<file path="src/rtl/core/amr_pkg.sv">
`timescale 1ns / 1ps
// ----------------------------------------------------------------------------
// amr_pkg
// Shared constants and types of the adaptive Morse receiver core.
// ----------------------------------------------------------------------------
package amr_pkg;

    // Symbols in one character before the code is thrown away
    localparam int SYMBOL_LIMIT = 16;
    // Characters in one word before a word end is forced
    localparam int WORD_LIMIT   = 32;

    localparam int SAMPLE_W     = 12;
    localparam int TIME_W       = 32;
    localparam int DIT_CFG_W    = 20;
    localparam int CHAR_W       = 7;
    localparam int CODE_W       = 16;
    localparam int SYM_CNT_W    = $clog2(SYMBOL_LIMIT + 2);
    localparam int WORD_CNT_W   = $clog2(WORD_LIMIT + 2);

    localparam int APB_ADDR_W   = 3;
    localparam int APB_DATA_W   = 32;

    // Register select, taken from paddr bit 2
    localparam logic REG_LEVEL_THRESHOLD = 1'b0;
    localparam logic REG_INITIAL_DIT     = 1'b1;

    localparam logic [SAMPLE_W-1:0]  LEVEL_THRESHOLD_RST = SAMPLE_W'(40);
    localparam logic [DIT_CFG_W-1:0] INITIAL_DIT_RST     = DIT_CFG_W'(100);

    localparam logic [CHAR_W-1:0] CHAR_SPACE = 7'h20;

    typedef struct packed {
        logic [SAMPLE_W-1:0]  level_threshold;
        logic [DIT_CFG_W-1:0] initial_dit_us;
        logic                 dit_load;
    } t_cfg;

    typedef struct packed {
        logic [CHAR_W-1:0] character;
        logic              unknown;
        logic              word_end;
    } t_result;

endpackage

</file>
<file path="src/rtl/core/adaptive_morse_receiver_core.sv">
`timescale 1ns / 1ps
// ----------------------------------------------------------------------------
// adaptive_morse_receiver_core
// Adaptive Morse receiver: raw level samples in (thresholded inside), decoded characters out.
// ----------------------------------------------------------------------------
// Accepts one timestamped sample item per clock and sustains that rate for as
// long as finished characters are taken. An accepted item is held in an input
// register, then decoded by the decoder, whose state update (level, last edge
// time, dit estimate, code, counters) is a registered loop that sets the rate;
// a character, if the item ends one, passes from the input register through
// the decoder into the output register. The output register decouples the
// sides: a new sample is still taken while a finished character waits, and
// the pipe only stalls when a character waits and the decoder has another
// item to finish. Items that cause no level change or only build up the
// current character give no output.
// Registers: level_threshold at byte address 0, initial_dit_us at byte address
// 4 (writing it also reloads the dit estimate); write them only while the block
// is idle.
// ----------------------------------------------------------------------------
module adaptive_morse_receiver_core import amr_pkg::*; (
    input  logic                  i_clk,
    input  logic                  i_rst_n,
    // sample stream
    input  logic                  s_tvalid,
    output logic                  s_tready,
    input  logic [47:0]           s_tdata,   // [11:0] sample, [43:12] time_us, rest zero
    // character stream
    output logic                  m_tvalid,
    input  logic                  m_tready,
    output logic [7:0]            m_tdata,   // [6:0] character, [7] zero
    output logic [1:0]            m_tuser,   // [0] unknown, [1] word_end
    // configuration
    input  logic                  psel,
    input  logic                  penable,
    input  logic                  pwrite,
    input  logic [APB_ADDR_W-1:0] paddr,
    input  logic [APB_DATA_W-1:0] pwdata,
    output logic [APB_DATA_W-1:0] prdata,
    output logic                  pready
);

    logic [SAMPLE_W-1:0]  r_level_threshold;
    logic [DIT_CFG_W-1:0] r_initial_dit;
    logic                 cfg_wr;
    t_cfg                 cfg;

    logic                 r_in_valid;
    logic [SAMPLE_W-1:0]  r_sample;
    logic [TIME_W-1:0]    r_time_us;
    logic                 advance;

    logic                 res_valid;
    t_result              res;
    logic                 r_out_valid;
    t_result              r_out;

    // Configuration: writes complete in the access phase, never wait
    assign pready = 1'b1;
    assign cfg_wr = psel && penable && pwrite;

    always_ff @(posedge i_clk) begin
        if (!i_rst_n) begin
            r_level_threshold <= LEVEL_THRESHOLD_RST;
            r_initial_dit     <= INITIAL_DIT_RST;
        end else if (cfg_wr) begin
            case (paddr[2])
                REG_LEVEL_THRESHOLD: r_level_threshold <= pwdata[SAMPLE_W-1:0];
                REG_INITIAL_DIT:     r_initial_dit     <= pwdata[DIT_CFG_W-1:0];
                default: ;
            endcase
        end
    end

    always_comb begin
        case (paddr[2])
            REG_LEVEL_THRESHOLD: prdata = APB_DATA_W'(r_level_threshold);
            REG_INITIAL_DIT:     prdata = APB_DATA_W'(r_initial_dit);
            default:             prdata = '0;
        endcase
    end

    // Reload the dit estimate alongside the register write
    assign cfg.level_threshold = r_level_threshold;
    assign cfg.initial_dit_us  = pwdata[DIT_CFG_W-1:0];
    assign cfg.dit_load        = cfg_wr && (paddr[2] == REG_INITIAL_DIT);

    // Decode the held item whenever the output register can take its result
    assign advance  = r_in_valid && (!r_out_valid || m_tready);
    assign s_tready = !r_in_valid || advance;

    always_ff @(posedge i_clk) begin
        if (!i_rst_n) begin
            r_in_valid <= 1'b0;
        end else if (s_tready) begin
            r_in_valid <= s_tvalid;
        end
    end

    // Payload needs no reset: qualified by the valid flag
    always_ff @(posedge i_clk) begin
        if (s_tvalid && s_tready) begin
            r_sample  <= s_tdata[SAMPLE_W-1:0];
            r_time_us <= s_tdata[SAMPLE_W+TIME_W-1:SAMPLE_W];
        end
    end

    amr_decoder u_decoder (
        .i_clk        (i_clk),
        .i_rst_n      (i_rst_n),
        .i_cfg        (cfg),
        .i_item_valid (advance),
        .i_sample     (r_sample),
        .i_time_us    (r_time_us),
        .o_res_valid  (res_valid),
        .o_res        (res)
    );

    // Output register: load a fresh character, drop the flag once taken
    always_ff @(posedge i_clk) begin
        if (!i_rst_n) begin
            r_out_valid <= 1'b0;
        end else if (advance && res_valid) begin
            r_out_valid <= 1'b1;
        end else if (m_tready) begin
            r_out_valid <= 1'b0;
        end
    end

    always_ff @(posedge i_clk) begin
        if (advance && res_valid) begin
            r_out <= res;
        end
    end

    assign m_tvalid = r_out_valid;
    assign m_tdata  = {1'b0, r_out.character};
    assign m_tuser  = {r_out.word_end, r_out.unknown};

endmodule

</file>
<file path="src/rtl/core/amr_lookup.sv">
`timescale 1ns / 1ps
// ----------------------------------------------------------------------------
// amr_lookup
// Code to character table: two bits per symbol, first symbol highest.
// ----------------------------------------------------------------------------
module amr_lookup import amr_pkg::*; (
    input  logic [CODE_W-1:0] i_code,
    output logic [CHAR_W-1:0] o_character,
    output logic              o_unknown
);

    always_comb begin
        o_unknown = 1'b0;
        case (i_code)
            16'h0007: o_character = 7'h61; // a
            16'h00D5: o_character = 7'h62; // b
            16'h00DD: o_character = 7'h63; // c
            16'h0035: o_character = 7'h64; // d
            16'h0001: o_character = 7'h65; // e
            16'h005D: o_character = 7'h66; // f
            16'h003D: o_character = 7'h67; // g
            16'h0055: o_character = 7'h68; // h
            16'h0005: o_character = 7'h69; // i
            16'h007F: o_character = 7'h6A; // j
            16'h0037: o_character = 7'h6B; // k
            16'h0075: o_character = 7'h6C; // l
            16'h000F: o_character = 7'h6D; // m
            16'h000D: o_character = 7'h6E; // n
            16'h003F: o_character = 7'h6F; // o
            16'h007D: o_character = 7'h70; // p
            16'h00F7: o_character = 7'h71; // q
            16'h001D: o_character = 7'h72; // r
            16'h0015: o_character = 7'h73; // s
            16'h0003: o_character = 7'h74; // t
            16'h0017: o_character = 7'h75; // u
            16'h0057: o_character = 7'h76; // v
            16'h001F: o_character = 7'h77; // w
            16'h00D7: o_character = 7'h78; // x
            16'h00DF: o_character = 7'h79; // y
            16'h00F5: o_character = 7'h7A; // z
            16'h03FF: o_character = 7'h30; // 0
            16'h01FF: o_character = 7'h31; // 1
            16'h017F: o_character = 7'h32; // 2
            16'h015F: o_character = 7'h33; // 3
            16'h0157: o_character = 7'h34; // 4
            16'h0155: o_character = 7'h35; // 5
            16'h0355: o_character = 7'h36; // 6
            16'h03D5: o_character = 7'h37; // 7
            16'h03F5: o_character = 7'h38; // 8
            16'h03FD: o_character = 7'h39; // 9
            16'h0777: o_character = 7'h2E; // full stop
            16'h0F5F: o_character = 7'h2C; // comma
            16'h05F5: o_character = 7'h3F; // question mark
            16'h07FD: o_character = 7'h27; // apostrophe
            16'h0DDF: o_character = 7'h21; // exclamation mark
            16'h035D: o_character = 7'h2F; // slash
            16'h037D: o_character = 7'h28; // open bracket
            16'h0DF7: o_character = 7'h29; // close bracket
            16'h01D5: o_character = 7'h26; // ampersand
            16'h0FD5: o_character = 7'h3A; // colon
            16'h0DDD: o_character = 7'h3B; // semicolon
            16'h0357: o_character = 7'h3D; // equals
            16'h01DD: o_character = 7'h2B; // plus
            16'h0D57: o_character = 7'h2D; // hyphen
            16'h05F7: o_character = 7'h5F; // underscore
            16'h075D: o_character = 7'h22; // quote
            16'h15D7: o_character = 7'h24; // dollar
            16'h07DD: o_character = 7'h40; // at sign
            default: begin
                o_character = CHAR_SPACE;
                o_unknown   = 1'b1;
            end
        endcase
    end

endmodule

</file>
<file path="src/rtl/core/amr_decoder.sv">
`timescale 1ns / 1ps
// ----------------------------------------------------------------------------
// amr_decoder
// Edge timing, symbol classification, dit tracking and character assembly.
// ----------------------------------------------------------------------------
module amr_decoder import amr_pkg::*; (
    input  logic                i_clk,
    input  logic                i_rst_n,
    input  t_cfg                i_cfg,
    input  logic                i_item_valid,
    input  logic [SAMPLE_W-1:0] i_sample,
    input  logic [TIME_W-1:0]   i_time_us,
    output logic                o_res_valid,
    output t_result             o_res
);

    logic                  r_prev_level, n_prev_level;
    logic [TIME_W-1:0]     r_last_change, n_last_change;
    logic [TIME_W-1:0]     r_dit, n_dit;
    logic [CODE_W-1:0]     r_code, n_code;
    logic                  r_prev_gap, n_prev_gap;
    logic [SYM_CNT_W-1:0]  r_sym_cnt, n_sym_cnt;
    logic [WORD_CNT_W-1:0] r_word_cnt, n_word_cnt;

    logic                  level;
    logic                  change;
    logic [TIME_W-1:0]     dur;
    logic [TIME_W:0]       dur_x;
    logic [TIME_W:0]       half_thirds;
    logic [TIME_W:0]       dit_x2;
    logic [TIME_W+2:0]     dit_x5;
    logic [TIME_W:0]       avg_sum;
    logic                  is_dit, is_dah, is_gap, is_end;
    logic [SYM_CNT_W-1:0]  sym_inc;
    logic [WORD_CNT_W-1:0] word_inc;
    logic [CODE_W-1:0]     end_code;
    logic [CHAR_W-1:0]     lk_char;
    logic                  lk_unknown;

    amr_lookup u_lookup (
        .i_code      (end_code),
        .o_character (lk_char),
        .o_unknown   (lk_unknown)
    );

    always_comb begin
        level       = i_sample > i_cfg.level_threshold;
        change      = i_item_valid && (level != r_prev_level);
        dur         = i_time_us - r_last_change;
        dur_x       = {1'b0, dur};
        half_thirds = {2'b00, r_dit[TIME_W-1:1]} + {1'b0, r_dit[TIME_W-1:1], 1'b0};
        dit_x2      = {r_dit, 1'b0};
        dit_x5      = {3'b000, r_dit} + {1'b0, r_dit, 2'b00};
        avg_sum     = {1'b0, r_dit} + dur_x;

        is_dit = r_prev_level && (dur > (r_dit >> 3)) && (dur_x <= half_thirds);
        is_dah = r_prev_level && (dur_x > half_thirds);
        is_gap = !r_prev_level && (dur > (r_dit >> 2)) && (dur_x <= dit_x2);
        is_end = !r_prev_level && (dur_x > dit_x2);

        sym_inc  = r_sym_cnt + 1'b1;
        word_inc = r_word_cnt + 1'b1;
        // a trailing gap has already shifted the code: undo it
        end_code = r_prev_gap ? (r_code >> 2) : r_code;

        n_prev_level  = r_prev_level;
        n_last_change = r_last_change;
        n_dit         = r_dit;
        n_code        = r_code;
        n_prev_gap    = r_prev_gap;
        n_sym_cnt     = r_sym_cnt;
        n_word_cnt    = r_word_cnt;

        o_res_valid      = 1'b0;
        o_res.character  = lk_char;
        o_res.unknown    = lk_unknown;
        o_res.word_end   = 1'b0;

        if (change) begin
            n_prev_level  = level;
            n_last_change = i_time_us;

            if (is_dit || is_dah || is_gap) begin
                if (is_gap) begin
                    if (!r_prev_gap) begin
                        n_code = r_code << 2;
                    end
                    n_prev_gap = 1'b1;
                end else begin
                    // a dit straight after a mark still reads as dah bits
                    if (is_dit && r_prev_gap) begin
                        n_code = r_code | CODE_W'(2'b01);
                    end else begin
                        n_code = r_code | CODE_W'(2'b11);
                    end
                    n_prev_gap = 1'b0;
                end
                n_sym_cnt = sym_inc;
                if (sym_inc > SYM_CNT_W'(SYMBOL_LIMIT)) begin
                    n_code     = '0;
                    n_prev_gap = 1'b1;
                    n_sym_cnt  = '0;
                end
                if (is_dit || is_gap) begin
                    n_dit = avg_sum[TIME_W:1];
                end
            end else if (is_end) begin
                n_code      = '0;
                n_prev_gap  = 1'b1;
                n_sym_cnt   = '0;
                n_word_cnt  = word_inc;
                o_res_valid = 1'b1;
                if (({2'b00, dur_x} > dit_x5) || (word_inc > WORD_CNT_W'(WORD_LIMIT))) begin
                    o_res.word_end = 1'b1;
                    n_word_cnt     = '0;
                end
            end
        end

        if (i_cfg.dit_load) begin
            n_dit = TIME_W'(i_cfg.initial_dit_us);
        end
    end

    always_ff @(posedge i_clk) begin
        if (!i_rst_n) begin
            r_prev_level  <= 1'b0;
            r_last_change <= '0;
            r_dit         <= TIME_W'(INITIAL_DIT_RST);
            r_code        <= '0;
            r_prev_gap    <= 1'b1;
            r_sym_cnt     <= '0;
            r_word_cnt    <= '0;
        end else begin
            r_prev_level  <= n_prev_level;
            r_last_change <= n_last_change;
            r_dit         <= n_dit;
            r_code        <= n_code;
            r_prev_gap    <= n_prev_gap;
            r_sym_cnt     <= n_sym_cnt;
            r_word_cnt    <= n_word_cnt;
        end
    end

endmodule
</file>
<file path="config.mk">
export PLATFORM = sky130hd
export DESIGN_NAME = adaptive_morse_receiver_core
export DESIGN_NICKNAME = d
export VERILOG_FILES = /design/src/rtl/core/amr_pkg.sv /design/src/rtl/core/adaptive_morse_receiver_core.sv /design/src/rtl/core/amr_lookup.sv /design/src/rtl/core/amr_decoder.sv
export SDC_FILE = /design/constraint.sdc
export NUM_CORES = 1
export LEC_CHECK = 0
export ABC_AREA = 1
export BUFFER_PORTS_ARGS = -buffer_cell sky130_fd_sc_hd__buf_2
export CORE_MARGIN = 2
export CORE_UTILIZATION = 43
export CTS_CLUSTER_DIAMETER = 80
export CTS_CLUSTER_SIZE = 28
export DETAILED_ROUTE_END_ITERATION = 12
export GPL_TIMING_DRIVEN = 0
export PLACE_DENSITY = 0.69
export SETUP_SLACK_MARGIN = 0.05
export SLEW_MARGIN = 0
export SYNTH_ARGS = -nofsm -noshare
export SYNTH_HDL_FRONTEND = slang
export SYNTH_SLANG_ARGS = --single-unit
</file>
<file path="constraint.sdc">
create_clock -name i_clk -period 5.4 [get_ports i_clk]
set_input_delay 1.08 -clock i_clk [delete_from_list [all_inputs] [get_ports i_clk]]
set_output_delay 1.08 -clock i_clk [all_outputs]
set_load 0.005 [all_outputs]
</file>
==> results of run 1 <==
[cells in the mapped netlist (all sizes together), types with 5 or more instances]
library cell,number
nand2,546
a21oi,319
inv,316
ha,289
nor2,237
o21ai,209
dfxtp,127
nand3,125
xnor2,57
edfxtp,53
xor2,53
nand4,50
nor3,31
buf,30
clkbuf,30
o21bai,21
nor4,17
o211ai,15
a31oi,13
or2,11
a21o,9
a211oi,8
a21boi,7
o21a,5
o31ai,5
[metrics by stage]
stage / total power, W / setup slack, ns / cell area [um^2]
floorplan: 0.00433 / 0.996 / 18300
global placement: 0.00518 / -0.342 / 19500
detailed placement: 0.00528 / -0.340 / 19500
CTS: 0.00660 / 0.0547 / 20200
global route: 0.00727 / 0.0145 / 20500
finish: 0.00671 / 0.271 / 20500
[path summary, 6_finish.rpt]
check                         startpoint                          end  slack [ns]  cells after the start
max                        r_time_us[16]       u_decoder.r_sym_cnt[1]        0.27                     27
min          u_decoder.r_last_change[16]  u_decoder.r_last_change[16]        0.46                      2
max reg2reg                r_time_us[16]       u_decoder.r_sym_cnt[1]        0.27                     27
min reg2reg  u_decoder.r_last_change[16]  u_decoder.r_last_change[16]        0.46                      2
[cell type report]
| type | instances | area (um^2) | share of cell area |
|---|---|---|---|
| plain buffers | 60 | 350 | 0.0171 |
| clock inverters | 14 | 156 | 0.00765 |
| repair buffers | 110 | 586 | 0.0286 |
| multi-input cells | 2082 | 12900 | 0.631 |
| well taps | 539 | 674 | 0.0330 |
| inverters | 317 | 1200 | 0.0585 |
| clock buffers | 18 | 450 | 0.0220 |
| flip-flops and latches | 180 | 4140 | 0.203 |
[kinds of logic (layout without fill, tap and decap cells)]
kind of cell | count (synthesis) | after routing
flops | 180 | 180
compound gates | 629 | 629
simple gates | 1032 | 1032
mux | 4 | 4
other cells | 2 | 14
buf+inv | 377 | 519
fa+ha+maj | 293 | 293
xor+xnor | 110 | 110
[per-layer routing]
metal / wire (um) / global-route usage
met4: 1740 / 0.0829
met1: 25200 / 0.334
met3: 3150 / 0.0316
met5: 0 / 0
met2: 26700 / 0.435
[cell usage in the layout, fill, tap and decap left out, types with 19 or more instances in the layout]
cell	Yosys	routed
a21oi_1	311	301
buf_2	7	107
buf_4	19	25
clkbuf_1	30	30
dfxtp_1	127	124
edfxtp_1	53	53
ha_1	289	288
inv_1	295	293
inv_2	20	21
nand2_1	531	528
nand3_1	119	119
nand4_1	50	50
nor2_1	234	232
nor3_1	31	28
o21ai_0	196	191
o21bai_1	20	19
xnor2_1	57	52
xor2_1	53	47
[timing repair]
item,in CTS,in global routing
resized for setup,16,44
buffers inserted,2,7
endpoints found under the setup margin,67,68
pin swaps,1,12
hold buffers,0,0
[power by group]
| part | switching (W) | leakage (nW) | internal (W) | total (W) |
|---|---|---|---|---|
| clock | 0.000639 | 0.295 | 0.000650 | 0.00129 |
| combinational | 0.00239 | 7.65 | 0.00138 | 0.00377 |
| sequential | 0.000146 | 1.55 | 0.00151 | 0.00165 |
[registers in the layout (all words and copies together), names as in the netlist]
signal,flops
m_tdata,7
m_tuser,2
m_tvalid,1
r_in_valid,1
r_initial_dit,20
r_level_threshold,12
r_sample,12
r_time_us,32
u_decoder.r_code,16
u_decoder.r_dit,32
u_decoder.r_last_change,32
u_decoder.r_prev_gap,1
u_decoder.r_prev_level,1
u_decoder.r_sym_cnt,5
u_decoder.r_word_cnt,6
[tightest hold or removal path, delay by kind of cell, from the launching register on]
family / cells / cell delay [ns]
AOI/OAI and AO/OA: 1 / 0.06
DFF: 1 / 0.30
buffers and inverters: 1 / 0.06
==> results_tabular.tex, run 1 <==
\begin{tabular}{lr}
\hline
Metric & Value \\
\hline
\multicolumn{2}{l}{\textbf{Drt}} \\
\quad Antenna violation net count after detailed routing & 0 \\
\quad Drt initial violations & 1232 \\
\quad Drt drc & 0 \\
\quad Routed len/inst & 17.1 um \\
\quad Ratio of routed vias to standard cells & 5.58 \\
\quad Number of vias after detailed routing & 18500 \\
\quad Number of detailed-route iterations in the first pass & 6 \\
\quad Total Routed Length & 56800 um \\
\multicolumn{2}{l}{\textbf{Placement}} \\
\quad Number of port buffers & 101 \\
\quad Detailed-placement wirelength estimate & 46600 um \\
\quad GPL Wtd Cong & 0.949 \\
\quad Placed cell count & 3279 \\
\multicolumn{2}{l}{\textbf{Run}} \\
\quad Count of maximum capacitance violations & 0 \\
\multicolumn{2}{l}{\textbf{Floorplan}} \\
\quad Top-level I/O count & 135 \\
\quad Starting utilization of the core area & 0.435 \\
\quad Area of the core region & 0.0419 mm\^{}2 \\
\quad Horizontal die dimension & 210 um \\
\quad Die extent in y & 210 um \\
\quad Die area & 0.0441 mm\^{}2 \\
\quad Number of cell rows & 75 \\
\multicolumn{2}{l}{\textbf{Synthesis}} \\
\quad Top cell type's share of synthesized area & 0.198 \\
\quad Commonest register cell after synthesis & dfxtp\_1 \\
\quad Register area share after synthesis & 0.226 \\
\quad Distinct cell type count of the synthesized netlist & 63 \\
\quad Largest family of logic cells by synthesized area & simple AND/OR/NAND/NOR gates \\
\quad Cell count after synthesis & 2627 \\
\quad Post-synthesis instance area & 0.0183 mm\^{}2 \\
\quad Multiplexer fraction of the synthesized cell area & 0.00219 \\
\quad Area share of and/or/nand/nor cells after synthesis & 0.243 \\
\quad Adder-cell share of the synthesized area & 0.202 \\
\quad Yosys reg bits & 180 \\
\quad Share of async-settable or async-resettable flops after synthesis & 0 \\
\quad Biggest area contributors in the synthesized netlist & ha\_1 20\%, dfxtp\_1 14\%, nand2\_1 11\% \\
\quad Complex-gate fraction of the synthesized area & 0.189 \\
\quad Post-synthesis xor/xnor area fraction & 0.0528 \\
\quad Top cell type by total area after synthesis & ha\_1 \\
\quad EDFF count, synth & 53 \\
\quad Mapped Avg Cell Area & 6.95 um\^{}2 \\
\quad Yosys warnings & 0 \\
\multicolumn{2}{l}{\textbf{Global routing}} \\
\quad Global-route usage over all layers & 0.255 \\
\quad Number of global-route vias before repair & 17300 \\
\quad Maximum number of pins on one net before global-route repair & 45 \\
\quad Global-route wire length before repair & 90200 um \\
\quad Antenna violations before repair & 0 \\
\quad Overflow left after global routing & 0 \\
\multicolumn{2}{l}{\textbf{Setup path}} \\
\quad Number of buffer and inverter stages on the critical path & 5 \\
\quad CP peak stage delay & 0.83 ns \\
\quad Cell seen most often among critical-path stages & nand2\_1 \\
\quad Endpoint kind of the worst setup timing path & flip-flop \\
\quad Data arrival time at the worst-slack endpoint & 5.43 ns \\
\quad Largest driver fanout on the critical path & 10 \\
\quad Worst Setup Path Type & flip-flop to flip-flop \\
\quad Delay-heaviest family, CP & simple AND/OR/NAND/NOR gates \\
\quad Worst path required time & 5.70 ns \\
\quad Crit start category & flip-flop \\
\quad Master of the slowest instance on the critical path & xnor2\_1 \\
\multicolumn{2}{l}{\textbf{Cells and area}} \\
\quad Cell Count, Final, Fillers Out & 3320 \\
\quad \# fillers & 4133 \\
\quad Layout overhead on the synthesized area & 12.0\% \\
\quad Antenna cell count & 0 \\
\quad Total Nets Final & 3151 \\
\quad Post-Route Utilization & 0.488 \\
\quad Fraction of final layout cells with drive strength greater than 1 & 0.103 \\
\multicolumn{2}{l}{\textbf{STA}} \\
\quad Actual transition at the worst max-transition pin & 1.09 ns \\
\quad Hold Worst Slack & 0.458 ns \\
\quad Unrepaired setup endpoints after global routing & no \\
\quad Post-route clock skew & 0.0192 ns \\
\quad Peak clock frequency supported by timing & 195 MHz \\
\quad Final hold vios & 0 \\
\quad Total negative slack & 0 ns \\
\quad Final critical-path share of the clock period & 0.950 \\
\quad Number of endpoints failing setup at the final stage & 0 \\
\quad Slew Viols, Final & 0 \\
\quad Period minus WS final & 5.13 ns \\
\quad Headroom to the max-slew limit & 0.268 \\
\multicolumn{2}{l}{\textbf{Clocking}} \\
\quad TritonCTS Sinks & 180 \\
\quad Clock Tree Root & clkbuf\_16 \\
\quad Longest Clk Path Bufs & 2 \\
\quad Max H-tree Level & 4 \\
\quad Insertion delay to the later sink of the worst-skew pair & 0.46 ns \\
\quad CTS tree & done \\
\quad Post-CTS clock slew at the launch and capture registers of the worst setup and hold paths & 0.07 ns \\
\quad Inserted Clock Buffers & 17 \\
\multicolumn{2}{l}{\textbf{Power and ir drop}} \\
\quad Areal power density over the cells & 328 mW/mm\^{}2 \\
\quad Worst supply voltage drop on vdd & 280 uV \\
\quad Leak Pwr & 9.50 nW \\
\multicolumn{2}{l}{\textbf{Status}} \\
\quad Outcome & complete, no violations \\
\multicolumn{2}{l}{\textbf{Min path}} \\
\quad HP Class & flip-flop to flip-flop \\
\hline
\end{tabular}
Power figures use the tool's default switching activity.
==> inputs of run 2 (changes only) <==
- ABC_AREA: 1 -> unset
- clock period: 5.4 -> 5.2 ns (I/O delays scaled with it)
==> run 2 against run 1 <==
  * The run now ends with negative setup slack left
  * Final area grew 3.5%
  * Clock power barely moved
  * Sequential share of layout area is 0.69 points lower
  * Clock-buffer cell count stayed put
  * Maximum frequency down 16%
  * Sequential power is essentially flat
  * Highest routed layer unchanged
==> results_tabular.tex, run 2 <==
\begin{tabular}{lr}
\hline
Metric & Value \\
\hline
\multicolumn{2}{l}{\textbf{Synthesis}} \\
\quad Commonest register cell after synthesis & dfxtp\_1 \\
\quad Complex-gate fraction of the synthesized area & 0.235 \\
\quad Distinct cell type count of the synthesized netlist & 89 \\
\quad Biggest area contributors in the synthesized netlist & ha\_1 20\%, dfxtp\_1 14\%, edfxtp\_1 9.0\% \\
\quad Yosys warnings & 0 \\
\quad Leading post-synthesis cells by instance count & 289 x ha\_1, 219 x nand2\_1, 192 x a21oi\_1 \\
\quad Cell count after synthesis & 2138 \\
\quad Area share of and/or/nand/nor cells after synthesis & 0.182 \\
\quad Post-synthesis instance area & 0.0178 mm\^{}2 \\
\quad Share of async-settable or async-resettable flops after synthesis & 0 \\
\quad Top cell type by total area after synthesis & ha\_1 \\
\quad Register area share after synthesis & 0.233 \\
\quad Count leader, synth & ha\_1 \\
\quad Mapped Avg Cell Area & 8.30 um\^{}2 \\
\quad Largest family of logic cells by synthesized area & compound AO/OA/AOI/OAI gates \\
\quad Multiplexer fraction of the synthesized cell area & 0.0357 \\
\quad EDFF count, synth & 53 \\
\quad Post-synthesis xor/xnor area fraction & 0.0587 \\
\quad Adder-cell share of the synthesized area & 0.209 \\
\quad Yosys reg bits & 180 \\
\quad Top cell type's share of synthesized area & 0.204 \\
\multicolumn{2}{l}{\textbf{STA}} \\
\quad Period minus WS final & 6.09 ns \\
\quad Number of endpoints failing setup at the final stage & 71 \\
\quad Headroom to the max-slew limit & 0.216 \\
\quad Peak clock frequency supported by timing & 164 MHz \\
\quad Actual transition at the worst max-transition pin & 1.17 ns \\
\quad Post-route clock skew & 0.0128 ns \\
\quad Unrepaired setup endpoints after global routing & yes \\
\quad Final critical-path share of the clock period & 1.17 \\
\quad Hold Worst Slack & 0.460 ns \\
\quad Final hold vios & 0 \\
\quad Slew Viols, Final & 0 \\
\quad Worst setup margin & -0.888 ns \\
\multicolumn{2}{l}{\textbf{Cells and area}} \\
\quad Antenna cell count & 0 \\
\quad Registers with the most flip-flops & r\_time\_us (32), u\_decoder.r\_dit (32), u\_decoder.r\_last\_change (32) \\
\quad Most common cell after layout, fill and taps aside & ha\_1 \\
\quad Fraction of final layout cells with drive strength greater than 1 & 0.161 \\
\quad Layout overhead on the synthesized area & 19.2\% \\
\quad Most frequent cells in the layout & 279 x ha\_1, 205 x nand2\_1, 166 x a21oi\_1, 124 x dfxtp\_1, 114 x inv\_1 \\
\quad Post-Route Utilization & 0.519 \\
\quad Cell Count, Final, Fillers Out & 2881 \\
\quad Total Nets Final & 2719 \\
\multicolumn{2}{l}{\textbf{Placement}} \\
\quad GPL Wtd Cong & 0.993 \\
\quad Placed cell count & 2783 \\
\quad Number of port buffers & 100 \\
\quad Detailed-placement wirelength estimate & 41700 um \\
\multicolumn{2}{l}{\textbf{Status}} \\
\quad Violated checks & negative setup slack \\
\quad Outcome & finished with violations \\
\multicolumn{2}{l}{\textbf{Power and ir drop}} \\
\quad Leak Pwr & 8.98 nW \\
\quad Areal power density over the cells & 271 mW/mm\^{}2 \\
\quad Worst supply voltage drop on vdd & 215 uV \\
\quad Final Total Pwr & 0.00574 W \\
\multicolumn{2}{l}{\textbf{Global routing}} \\
\quad Global-route wire length before repair & 86700 um \\
\quad Antenna violations before repair & 0 \\
\quad Maximum number of pins on one net before global-route repair & 29 \\
\quad Number of global-route vias before repair & 16600 \\
\quad Global-route usage over all layers & 0.248 \\
\quad Overflow left after global routing & 0 \\
\multicolumn{2}{l}{\textbf{Drt}} \\
\quad Drt drc & 0 \\
\quad Drt initial violations & 1187 \\
\quad Ratio of routed vias to standard cells & 5.93 \\
\quad Antenna violation net count after detailed routing & 0 \\
\quad Total Routed Length & 55300 um \\
\quad Number of vias after detailed routing & 17100 \\
\quad Routed len/inst & 19.2 um \\
\quad Number of detailed-route iterations in the first pass & 6 \\
\multicolumn{2}{l}{\textbf{Floorplan}} \\
\quad Horizontal die dimension & 207 um \\
\quad Die area & 0.0429 mm\^{}2 \\
\quad Die extent in y & 207 um \\
\quad Number of cell rows & 74 \\
\quad Starting utilization of the core area & 0.435 \\
\quad Top-level I/O count & 135 \\
\quad Area of the core region & 0.0408 mm\^{}2 \\
\multicolumn{2}{l}{\textbf{Setup path}} \\
\quad Number of buffer and inverter stages on the critical path & 6 \\
\quad Endpoint kind of the worst setup timing path & flip-flop \\
\quad CP peak stage delay & 0.40 ns \\
\quad Crit path to & u\_decoder.r\_code[9] \\
\quad Data arrival time at the worst-slack endpoint & 6.47 ns \\
\quad Setup slack of the most critical reg-to-reg path & -0.89 ns \\
\quad Destination of the worst register-to-register timing path & u\_decoder.r\_code[9] \\
\quad Largest driver fanout on the critical path & 5 \\
\quad Startpoint of the worst register-to-register path & r\_time\_us[0] \\
\quad Worst path required time & 5.58 ns \\
\quad Critical Path Stages & 32 \\
\quad Crit path from & r\_time\_us[0] \\
\quad Crit start category & flip-flop \\
\quad Number of cells traversed by the worst register-to-register path & 32 \\
\quad Delay-heaviest family, CP & compound AO/OA/AOI/OAI gates \\
\quad Worst Setup Path Type & flip-flop to flip-flop \\
\quad Master of the slowest instance on the critical path & o311a\_4 \\
\multicolumn{2}{l}{\textbf{Clocking}} \\
\quad TritonCTS Sinks & 180 \\
\quad Inserted Clock Buffers & 17 \\
\quad Longest Clk Path Bufs & 2 \\
\quad Insertion delay to the later sink of the worst-skew pair & 0.46 ns \\
\quad Post-CTS clock slew at the launch and capture registers of the worst setup and hold paths & 0.08 ns \\
\quad Clock Tree Root & clkbuf\_16 \\
\quad CTS tree & done \\
\quad Max H-tree Level & 4 \\
\multicolumn{2}{l}{\textbf{Min path}} \\
\quad HP Class & flip-flop to flip-flop \\
\multicolumn{2}{l}{\textbf{Run}} \\
\quad Count of maximum capacitance violations & 0 \\
\hline
\end{tabular}
==> run 2: changes by cell type in the layout (fill, tap and decap cells not counted), sizes merged, moves of 87 or more <==
cell | before | now
a21o | 9 | 109
a21oi | 319 | 198
inv | 323 | 123
nand2 | 546 | 219
nor2 | 237 | 108
o21ai | 209 | 122
==> run 2: cell families after synthesis <==
group	count (synthesis)
other	2
AND/OR/NAND/NOR	650
multiplexers	63
XOR/XNOR	119
adder cells (fa/ha/maj)	295
buffers and inverters	190
AO/OA/AOI/OAI	639
flip-flops	180
==> run 2: per-stage QoR <==
| stage | area [um^2] | setup slack (ns) | setup TNS [ns] |
|---|---|---|---|
| after detailed placement | 19100 | -1.74 | -104.36 |
| final | 21200 | -0.888 | -49.38 |
| after CTS | 20700 | -0.929 | -53.92 |
| after global routing | 21200 | -1.10 | -65.17 |
| after floorplan | 18000 | -0.355 | -11.39 |
| after global placement | 19100 | -1.71 | -102.00 |
==> run 2: layer usage <==
layer	track usage	vias up	part of all wire
met2	0.408	618	0.46
met4	0.0958	0	0.038
li1	-	8210	-
met1	0.326	8121	0.44
met5	0	-	0
met3	0.0381	137	0.063
==> run 2: how the worst min path moves through the flow <==
stage                         start                    to  cells past startpoint
6_report          r_initial_dit[16]     r_initial_dit[16]                      2
5_1_grt        r_level_threshold[9]  r_level_threshold[9]                      2
4_1_cts           r_initial_dit[16]     r_initial_dit[16]                      2
3_5_place_dp      r_initial_dit[16]     r_initial_dit[16]                      2
3_3_place_gp      r_initial_dit[16]     r_initial_dit[16]                      2
2_1_floorplan     r_initial_dit[12]     r_initial_dit[12]                      2
==> run 2: tightest hold or removal path: cells and delay by family, from the launching register on <==
family | cells | cell delay [ns]
AND/OR/NAND/NOR | 1 | 0.04
flip-flops | 1 | 0.31
AO/OA/AOI/OAI | 1 | 0.06
==> run 2: timing repair <==
| item | 4_1_cts | 5_1_grt |
|---|---|---|
| cloned | 4 | 2 |
| pin swaps | 43 | 44 |
| setup buffers | 44 | 24 |
| resized for setup | 103 | 77 |
| endpoints found under the setup margin | 71 | 71 |
| hold buffers | 0 | 0 |
==> run 2: report_power, final <==
part,switching (W),leakage [nW],internal [W]
Sequential,0.000102,1.54,0.00151
Clock,0.000641,0.274,0.000629
Combinational,0.00160,7.16,0.00125
Total,0.00235,8.98,0.00340
==> run 2: layout make-up <==
| class | count | area [um^2] |
|---|---|---|
| sequential | 180 | 4140 |
| fill | 3764 | 19700 |
| buffer | 70 | 422 |
| clock inverter | 14 | 123 |
| inverter | 116 | 435 |
| timing repair buffer | 171 | 1260 |
| tap | 532 | 666 |
| multi-input combinational | 1780 | 13700 |
| clock buffer | 18 | 429 |
==> inputs of run 3 (changes only) <==
- CORE_UTILIZATION: 43 -> 55
- PLACE_DENSITY: 0.69 -> 0.83
==> run 3 against run 2 <==
  * The flow still finishes with violations (negative setup slack)
  * Utilization increased by 13 points
  * Register-to-register slack about the same
  * Setup slack about the same
  * Hold slack improved by 0.0052 ns
  * Non-clock buffer count decreased by 15
  * Maximum frequency about the same
  * Clock power increased by 3%
  * Critical path depth increased by 1
  * Sequential power about the same
  * Power decreased by 0.16%
  * Critical path type unchanged
==> results_tabular.tex, run 3 (synthesis results as in run 2) <==
\begin{tabular}{lr}
\hline
Metric & Value \\
\hline
\multicolumn{2}{l}{\textbf{Status}} \\
\quad Outcome & finished with violations \\
\quad Violated checks & negative setup slack \\
\multicolumn{2}{l}{\textbf{Clocking}} \\
\quad TritonCTS Sinks & 180 \\
\quad Post-CTS clock slew at the launch and capture registers of the worst setup and hold paths & 0.08 ns \\
\quad CTS tree & done \\
\quad Max H-tree Level & 4 \\
\quad Inserted Clock Buffers & 17 \\
\quad Insertion delay to the later sink of the worst-skew pair & 0.45 ns \\
\quad Longest Clk Path Bufs & 2 \\
\quad Clock Tree Root & clkbuf\_16 \\
\quad Hold-fix buffers, CTS & 0 \\
\multicolumn{2}{l}{\textbf{Placement}} \\
\quad Detailed-placement wirelength estimate & 41300 um \\
\quad Placed cell count & 2653 \\
\quad Instance area at placement & 0.0190 mm\^{}2 \\
\quad Number of port buffers & 100 \\
\quad GPL Wtd Cong & 0.977 \\
\multicolumn{2}{l}{\textbf{Setup path}} \\
\quad Cell seen most often among critical-path stages & a21oi\_2 \\
\quad Endpoint kind of the worst setup timing path & flip-flop \\
\quad Largest driver fanout on the critical path & 5 \\
\quad CP peak stage delay & 0.38 ns \\
\quad Worst path required time & 5.51 ns \\
\quad Number of buffer and inverter stages on the critical path & 6 \\
\quad Master of the slowest instance on the critical path & edfxtp\_1 \\
\quad Worst Setup Path Type & flip-flop to flip-flop \\
\quad Data arrival time at the worst-slack endpoint & 6.40 ns \\
\quad Delay-heaviest family, CP & compound AO/OA/AOI/OAI gates \\
\quad Crit start category & flip-flop \\
\multicolumn{2}{l}{\textbf{STA}} \\
\quad Number of endpoints failing setup at the final stage & 71 \\
\quad Slew Viols, Final & 0 \\
\quad Hold Worst Slack & 0.465 ns \\
\quad Final critical-path share of the clock period & 1.17 \\
\quad Unrepaired setup endpoints after global routing & yes \\
\quad Post-route clock skew & 0.00762 ns \\
\quad Period minus WS final & 6.09 ns \\
\quad Total negative slack & -53.11 ns \\
\quad Peak clock frequency supported by timing & 164 MHz \\
\quad Actual transition at the worst max-transition pin & 1.34 ns \\
\quad Headroom to the max-slew limit & 0.0987 \\
\quad Worst setup margin & -0.889 ns \\
\quad Final hold vios & 0 \\
\multicolumn{2}{l}{\textbf{Cells and area}} \\
\quad Layout overhead on the synthesized area & 16.3\% \\
\quad Final standard cell area without fillers & 0.0206 mm\^{}2 \\
\quad Fraction of final layout cells with drive strength greater than 1 & 0.144 \\
\quad Most frequent cells in the layout & 284 x ha\_1, 213 x nand2\_1, 167 x a21oi\_1, 123 x dfxtp\_1, 114 x inv\_1 \\
\quad Registers with the most flip-flops & r\_time\_us (32), u\_decoder.r\_dit (32), u\_decoder.r\_last\_change (32) \\
\quad Most common cell after layout, fill and taps aside & ha\_1 \\
\quad Antenna cell count & 0 \\
\quad Cell Count, Final, Fillers Out & 2736 \\
\quad Total Nets Final & 2704 \\
\multicolumn{2}{l}{\textbf{Drt}} \\
\quad Routed len/inst & 20.2 um \\
\quad Number of detailed-route iterations in the first pass & 6 \\
\quad Number of vias after detailed routing & 17400 \\
\quad Total Routed Length & 55200 um \\
\quad Antenna violation net count after detailed routing & 0 \\
\quad Drt initial violations & 1570 \\
\quad Drt drc & 0 \\
\quad Ratio of routed vias to standard cells & 6.36 \\
\multicolumn{2}{l}{\textbf{Floorplan}} \\
\quad Horizontal die dimension & 184 um \\
\quad Area of the core region & 0.0316 mm\^{}2 \\
\quad Number of cell rows & 65 \\
\quad Die area & 0.0337 mm\^{}2 \\
\quad Die extent in y & 184 um \\
\quad Top-level I/O count & 135 \\
\quad Starting utilization of the core area & 0.561 \\
\multicolumn{2}{l}{\textbf{Power and ir drop}} \\
\quad Leak Pwr & 8.82 nW \\
\quad Worst supply voltage drop on vdd & 279 uV \\
\quad Areal power density over the cells & 278 mW/mm\^{}2 \\
\multicolumn{2}{l}{\textbf{Run}} \\
\quad Count of maximum capacitance violations & 0 \\
\multicolumn{2}{l}{\textbf{Global routing}} \\
\quad Number of global-route vias before repair & 16800 \\
\quad Global-route usage over all layers & 0.318 \\
\quad Antenna violations before repair & 0 \\
\quad Maximum number of pins on one net before global-route repair & 26 \\
\quad Overflow left after global routing & 0 \\
\quad Global-route wire length before repair & 85800 um \\
\multicolumn{2}{l}{\textbf{Min path}} \\
\quad HP Class & flip-flop to flip-flop \\
\hline
\end{tabular}
==> run 3: cell count changes in the layout (fill, tap and decap cells not counted), sizes merged <==
| cell | before | now |
|---|---|---|
| buf | 192 | 177 |
| clkinv | 6 | 4 |
| clkbuf | 67 | 68 |
| inv | 123 | 125 |
| clkinvlp | 1 | 0 |
==> run 3: worst min-delay path, delay by kind of cell (launching register included) <==
family           cells  cell delay [ns]
AND/OR/NAND/NOR      1             0.04
AO/OA/AOI/OAI        1             0.06
flip-flops           1             0.31
==> run 3: through the flow <==
step | utilization | power [W] | worst slack, ns
finish | 0.652 | 0.00573 | -0.889
global route | 0.652 | 0.00606 | -1.18
CTS | 0.640 | 0.00552 | -0.891
detailed placement | 0.600 | 0.00404 | -1.77
global placement | 0.599 | 0.00391 | -1.62
floorplan | - | 0.00343 | -0.355
==> run 3: final cells by class <==
cell class / instances / area (um^2)
Inverter: 116 / 435
Clock buffer: 19 / 454
Sequential cell: 180 / 4140
Clock inverter: 13 / 129
Timing Repair Buffer: 155 / 1060
Tap cell: 402 / 503
Fill cell: 2504 / 11000
Buffer: 71 / 442
Multi-Input combinational cell: 1780 / 13500
==> run 3: metal layers <==
layer | wire length (um) | vias to the layer above | part of all wire | global-route usage
met5 | 0 | - | 0 | 0
met4 | 2650 | 0 | 0.048 | 0.147
met3 | 4540 | 198 | 0.082 | 0.0573
met1 | 23000 | 8179 | 0.42 | 0.406
li1 | - | 8179 | - | -
met2 | 25000 | 838 | 0.45 | 0.522
==> run 3: power breakdown <==
part | internal (W) | switching [W]
Sequential | 0.00151 | 0.0000923
Clock | 0.000666 | 0.000646
Combinational | 0.00120 | 0.00161
Total | 0.00338 | 0.00235
==> run 3: path summary, 6_finish.rpt <==
path	start	endpoint	slack [ns]	depth (start not counted)
max	r_time_us[0]	u_decoder.r_dit[4]	-0.89	33
min	r_initial_dit[17]	r_initial_dit[17]	0.47	2
max reg2reg	r_time_us[0]	u_decoder.r_dit[4]	-0.89	33
min reg2reg	r_initial_dit[17]	r_initial_dit[17]	0.47	2
==> run 3: repair_timing <==
item / 4_1_cts / 5_1_grt
gates cloned: 2 / 2
buffers inserted: 35 / 15
gates resized for setup: 62 / 65
pin swaps: 32 / 53
setup endpoints to repair: 71 / 71
